`src/sv/vsr_pkg.sv`:
```
// Shared command codes and control structs for the voxel shape rasterizer.
package vsr_pkg;

   typedef enum logic [3:0] {
      KIND_PUT_VOXEL  = 4'd0,
      KIND_CUT_VOXEL  = 4'd1,
      KIND_PUT_BOX    = 4'd2,
      KIND_CUT_BOX    = 4'd3,
      KIND_PUT_ELLIP  = 4'd4,
      KIND_CUT_ELLIP  = 4'd5,
      KIND_PUT_SPHERE = 4'd6,
      KIND_CUT_SPHERE = 4'd7,
      KIND_READ       = 4'd8
   } kind_type;

   localparam logic [1:0] CSR_RED   = 2'd0;
   localparam logic [1:0] CSR_GREEN = 2'd1;
   localparam logic [1:0] CSR_BLUE  = 2'd2;
   localparam logic [1:0] CSR_ALPHA = 2'd3;

   // controller -> datapath
   typedef struct packed {
      logic load;       // capture command
      logic clr_start;  // reset clearing sweep coordinates
      logic clr_step;   // write zero at sweep coordinate, advance
      logic sw_start;   // reset shape sweep coordinates
      logic sw_step;    // advance sweep pipeline one voxel
      logic pt_write;   // single voxel write
      logic rd_issue;   // memory read for read command
      logic rsp_fire;   // drive result strobe
   } cmd_type;

   // datapath -> controller
   typedef struct packed {
      logic clr_done;
      logic sw_done;    // last coordinate issued
      logic pipe_empty; // no sweep writes in flight
   } sts_type;

endpackage

```
`src/sv/vsr_control.sv`:
```
// Controller: reset clearing pass, command sequencing and result strobe.
module vsr_control import vsr_pkg::*; (
   input  logic    clock,
   input  logic    reset,
   input  logic    start,
   input  logic [3:0] kind,
   input  sts_type sts,
   output cmd_type cmd,
   output logic    busy
);
   typedef enum logic [2:0] {
      S_CLR_INIT, S_CLR, S_IDLE, S_PREP, S_SWEEP, S_DRAIN, S_RESP
   } state_type;

   state_type state_ff, state_in;
   logic [2:0] wait_ff, wait_in;
   logic [3:0] kind_ff, kind_in;

   always_comb begin
      state_in = state_ff; wait_in = wait_ff; kind_in = kind_ff;
      cmd = '0;
      case (state_ff)
         S_CLR_INIT: begin
            cmd.clr_start = 1'b1;
            state_in = S_CLR;
         end
         S_CLR: begin
            if (sts.clr_done) begin
               state_in = S_IDLE;
            end else begin
               cmd.clr_step = 1'b1;
            end
         end
         S_IDLE: begin
            if (start) begin
               cmd.load = 1'b1;
               kind_in = kind;
               wait_in = '0;
               state_in = S_PREP;
            end
         end
         S_PREP: begin
            // let weight multiplies settle
            wait_in = wait_ff + 3'd1;
            if (wait_ff == 3'd4) begin
               if (kind_ff inside {KIND_PUT_VOXEL, KIND_CUT_VOXEL}) begin
                  // read beside the write so the result fields come back zero
                  cmd.pt_write = 1'b1;
                  cmd.rd_issue = 1'b1;
                  state_in = S_RESP;
               end else if (kind_ff inside {[KIND_PUT_BOX : KIND_CUT_SPHERE]}) begin
                  cmd.sw_start = 1'b1;
                  state_in = S_SWEEP;
               end else begin
                  cmd.rd_issue = 1'b1;
                  state_in = S_RESP;
               end
            end
         end
         S_SWEEP: begin
            if (sts.sw_done) begin
               state_in = S_DRAIN;
            end else begin
               cmd.sw_step = 1'b1;
            end
         end
         S_DRAIN: begin
            if (sts.pipe_empty) begin
               cmd.rd_issue = 1'b1;
               state_in = S_RESP;
            end
         end
         S_RESP: begin
            cmd.rsp_fire = 1'b1;
            state_in = S_IDLE;
         end
         default: state_in = S_IDLE;
      endcase
   end

   always_ff @(posedge clock) begin
      if (reset) begin
         state_ff <= S_CLR_INIT;
         wait_ff  <= '0;
         kind_ff  <= '0;
      end else begin
         state_ff <= state_in;
         wait_ff  <= wait_in;
         kind_ff  <= kind_in;
      end
   end

   assign busy = (state_ff != S_IDLE);
endmodule

```
`config.mk`:
```
export PLATFORM = sky130hd
export DESIGN_NAME = vsr_control
export DESIGN_NICKNAME = d
export VERILOG_FILES = /design/src/sv/vsr_pkg.sv /design/src/sv/vsr_control.sv
export SDC_FILE = /design/constraint.sdc
export NUM_CORES = 1
export LEC_CHECK = 0
export BUFFER_PORTS_ARGS = -buffer_cell sky130_fd_sc_hd__buf_2
export CAP_MARGIN = 10
export CORE_AREA = 2 2 39 41
export DETAILED_ROUTE_END_ITERATION = 6
export DIE_AREA = 0 0 41 43
export PLACE_DENSITY = 0.72
export SYNTH_ARGS = -nofsm -noshare
export SYNTH_HDL_FRONTEND = slang
export SYNTH_SLANG_ARGS = --single-unit
```
`constraint.sdc`:
```
create_clock -name clock -period 2.25 [get_ports clock]
set_clock_uncertainty 0.1 [all_clocks]
set_input_delay 0.45 -clock clock [delete_from_list [all_inputs] [get_ports clock]]
set_output_delay 0.45 -clock clock [all_outputs]
set_load 0.005 [all_outputs]
```
==> results.py <==
metrics = {
    "cells_and_area": {
        "filler_cell_count": 138,
        "highest_count_cells_in_the_layout_ignoring_fill_and_taps": "sky130_fd_sc_hd__buf_2 (17), sky130_fd_sc_hd__dfxtp_1 (8), sky130_fd_sc_hd__nor2_1 (6), sky130_fd_sc_hd__inv_1 (5), sky130_fd_sc_hd__a21oi_1 (5)",
        "final_cell_area_um2": 706.9,
        "final_layout_size_suffix_gt1_share_pct": 24.44,
        "antenna_cells_inserted": 0,
        "area_delta_synth_final_pct": 18.45,
        "final_nets": 104,
        "mostFrequentLayoutCell": "sky130_fd_sc_hd__buf_2",
        "post-route-util_pct": 51.09,
    },
    "synthesis": {
        "syn-num-nets": 87,
        "post-synth-top-area-cell": "sky130_fd_sc_hd__dfxtp_1",
        "synth_sequential_area_ratio_pct": 30.19,
        "syn-mean-instance-area_um2": 8.065,
        "synth-seq-cells": 9,
        "yosysWarnings": 0,
        "ys_types": 32,
        "post_synth_main_area_contributors": "sky130_fd_sc_hd__dfxtp_1 (30%), sky130_fd_sc_hd__mux2i_1 (6.7%), sky130_fd_sc_hd__ha_1 (6.3%)",
        "post_synth_instance_area_um2": 596.8,
        "synth_top_area_share_pct": 30.19,
        "synthCells": 74,
    },
    "flow_run": {
        "max-cap-violations": 0,
    },
    "placement": {
        "dpl-instance-area_um2": 679.4,
        "place_hpwl_um": 935.9,
        "routabilityCongestion": 0.7394,
        "io_buffer_count": 17,
    },
    "cts": {
        "cts-buffers-inserted": 3,
        "clockBufferDepth": 2,
        "clkSlewWorstSetupHoldPaths_ns": 0.06,
        "h-tree-depth": 1,
        "ctsRootBufferMaster": "sky130_fd_sc_hd__clkbuf_4",
        "holdBufCountCts": 0,
        "cts.repair.resized": 0,
        "postCtsSetupRepairBufs": 0,
        "cts_tree": "built",
        "clkLatencyLatePin_ns": 0.25,
        "clkSinkCount": 9,
    },
    "sta": {
        "setup-tns-final_ns": 0,
        "finalHoldViolCount": 0,
        "holdWs_ns": 0.3331,
        "fin_crit_sh_pct": 93.86,
        "maxSlewViolCount": 0,
        "rsz0062_at_grt": "false",
        "worstMarginPinSlew_ns": 0.4405,
        "max_clock_freq_ghz": 0.4735,
        "maxSlewHeadroom_pct": 70.59,
        "finalWorstPathRequiredPeriod_ns": 2.112,
        "final_setup_violation_count": 0,
    },
    "routing": {
        "wl_per_cell_um": 11.26,
        "route.vias.total": 562,
        "post_drt_via_cell_ratio": 5.302,
        "totalWireLength_um": 1194,
        "drc": 0,
        "postRouteAntennaNets": 0,
        "detail_route.iter0.violations": 2,
        "detail_route.first_pass.iterations": 2,
    },
    "worst_hold_path": {
        "timing.hold.worst_endpoint": "kind_ff[2]",
        "hold_path_startpoint": "kind[2]",
        "worst_hold_path.num_cells": 3,
        "timing.hold.worst.class": "in -> reg",
    },
    "pwr": {
        "ir_drop_mv": 0.5044,
        "pwr_density_cell_nw_per_um2": 873.2,
        "comb_power_share_pct": 41.7,
        "p_leak_nw": 0.3191,
        "total_switching_power_mw": 0.2266,
        "cell_internal_pwr_mw": 0.3907,
        "seq_power_share_pct": 38.8,
        "swShare_pct": 36.71,
        "clock_power_share_pct": 19.4,
    },
    "die": {
        "rows": 14,
        "fp.dieArea_um2": 1763,
        "initial_core_util_pct": 43.13,
        "io_pins": 19,
        "die_w_um": 41,
        "core_area_um2": 1384,
        "dieHeight_um": 43,
    },
    "critical_path": {
        "cp.arrival_ns": 1.56,
        "worst_r2r_endpoint": "state_ff[0]",
        "cp.required_ns": 1.70,
        "rr_worst_depth": 4,
        "worst-path-max-fanout": 15,
        "path_class": "reg -> out",
        "cp-startpoint": "state_ff[2]",
        "worstSetupStartpointType": "flip-flop",
        "cp-end-kind": "primary output",
        "regToRegStartpoint": "state_ff[2]",
        "worst-r2r-setup-slack_ns": 0.37,
    },
    "outcome": {
        "run_status": "finished, final reports clean",
    },
    "global_route": {
        "pin_count_of_the_biggest_net_entering_global_routing": 16,
        "grt_pass1_vias": 476,
        "antenna_found_initial": 0,
        "wire_length_of_the_first_global_routing_pass_um": 1973,
        "globalRouteOverflowTotal": 0,
        "grtUsageTotal_pct": 16.48,
    },
}
-- final cells by class --
type                            count  area [um^2]  area share [%]
Clock buffer                        4        26.28           3.717
Tap cell                           16        20.02           2.832
Timing Repair Buffer               18        92.59           13.10
Inverter                            5        18.77           2.655
Sequential cell                     9        181.4           25.66
Multi-Input combinational cell     54        367.9           52.04
-- registers in the layout, summed over array words and instances, names as in the netlist --
| signal | flops |
|---|---|
| state_ff | 3 |
| wait_ff | 3 |
| kind_ff | 3 |
-- critical path, stage by stage, from the launching register on --
cell and delay (ns):
sky130_fd_sc_hd__dfxtp_1 0.44, sky130_fd_sc_hd__and3b_1 0.40, sky130_fd_sc_hd__nand3_1 0.13, sky130_fd_sc_hd__nor4_1 0.18
sky130_fd_sc_hd__buf_2 0.16
-- synth_stat cells, drive strengths merged --
master,instances
and2,1
xor2,1
o211a,1
or4,1
a22o,1
and2b,1
o21ai,2
o31ai,1
or2b,1
inv,5
buf,4
or3,3
o21bai,2
nor4b,3
and3,1
nand2,4
mux2i,4
clkbuf,2
a21oi,5
nor3b,1
nand2b,3
and3b,1
ha,3
a221oi,1
nor3,2
nor4,1
dfxtp,9
o2bb2ai,1
nor2,6
a2bb2oi,1
nand3,2
-- power by group through the flow --
stage / logic [mW] / clock network (mW) / registers, mW
after CTS: 0.261 / 0.127 / 0.239
after detailed placement: 0.259 / 0 / 0.242
after global placement: 0.255 / 0 / 0.240
after global routing: 0.294 / 0.144 / 0.248
final: 0.258 / 0.120 / 0.240
after floorplan: 0.238 / 0 / 0.202
-- how the worst max path moves through the flow --
| stage | end | cells after the start |
|---|---|---|
| floorplan | cmd[2] | 5 |
| global placement | cmd[2] | 4 |
| detailed placement | state_ff[0] | 4 |
| CTS | cmd[2] | 4 |
| global route | cmd[2] | 4 |
| finish | cmd[2] | 4 |
-- routing by layer --
metal	up-vias	global-route usage [%]	share of wire, %
met1	251	20.39	45
li1	294	-	-
met5	-	0	0
met2	17	25.94	48
met3	0	4.712	6.7
met4	0	6.000	0
-- cells by family after synthesis --
kind of cell               after synthesis  synth area share (%)
and+or+nand+nor                         31                 29.98
buffers and inverters                   11                 8.177
muxes                                    4                 6.709
xor gates and xnor gates                 1                 1.468
DFF                                      9                 30.19
AOI/OAI and AO/OA                       15                 17.19
adders and majority gates                3                 6.290
-- per-stage QoR --
step | worst slack [ns] | std cells | total power, mW
finish | 0.1382 | 106 | 0.6173
global route | 0.02951 | 106 | 0.6866
CTS | 0.1089 | 106 | 0.6266
detailed placement | 0.4005 | 102 | 0.5013
global placement | 0.3956 | 102 | 0.4949
floorplan | 0.5032 | 74 | 0.4404
(Power assumes the default switching activity.)
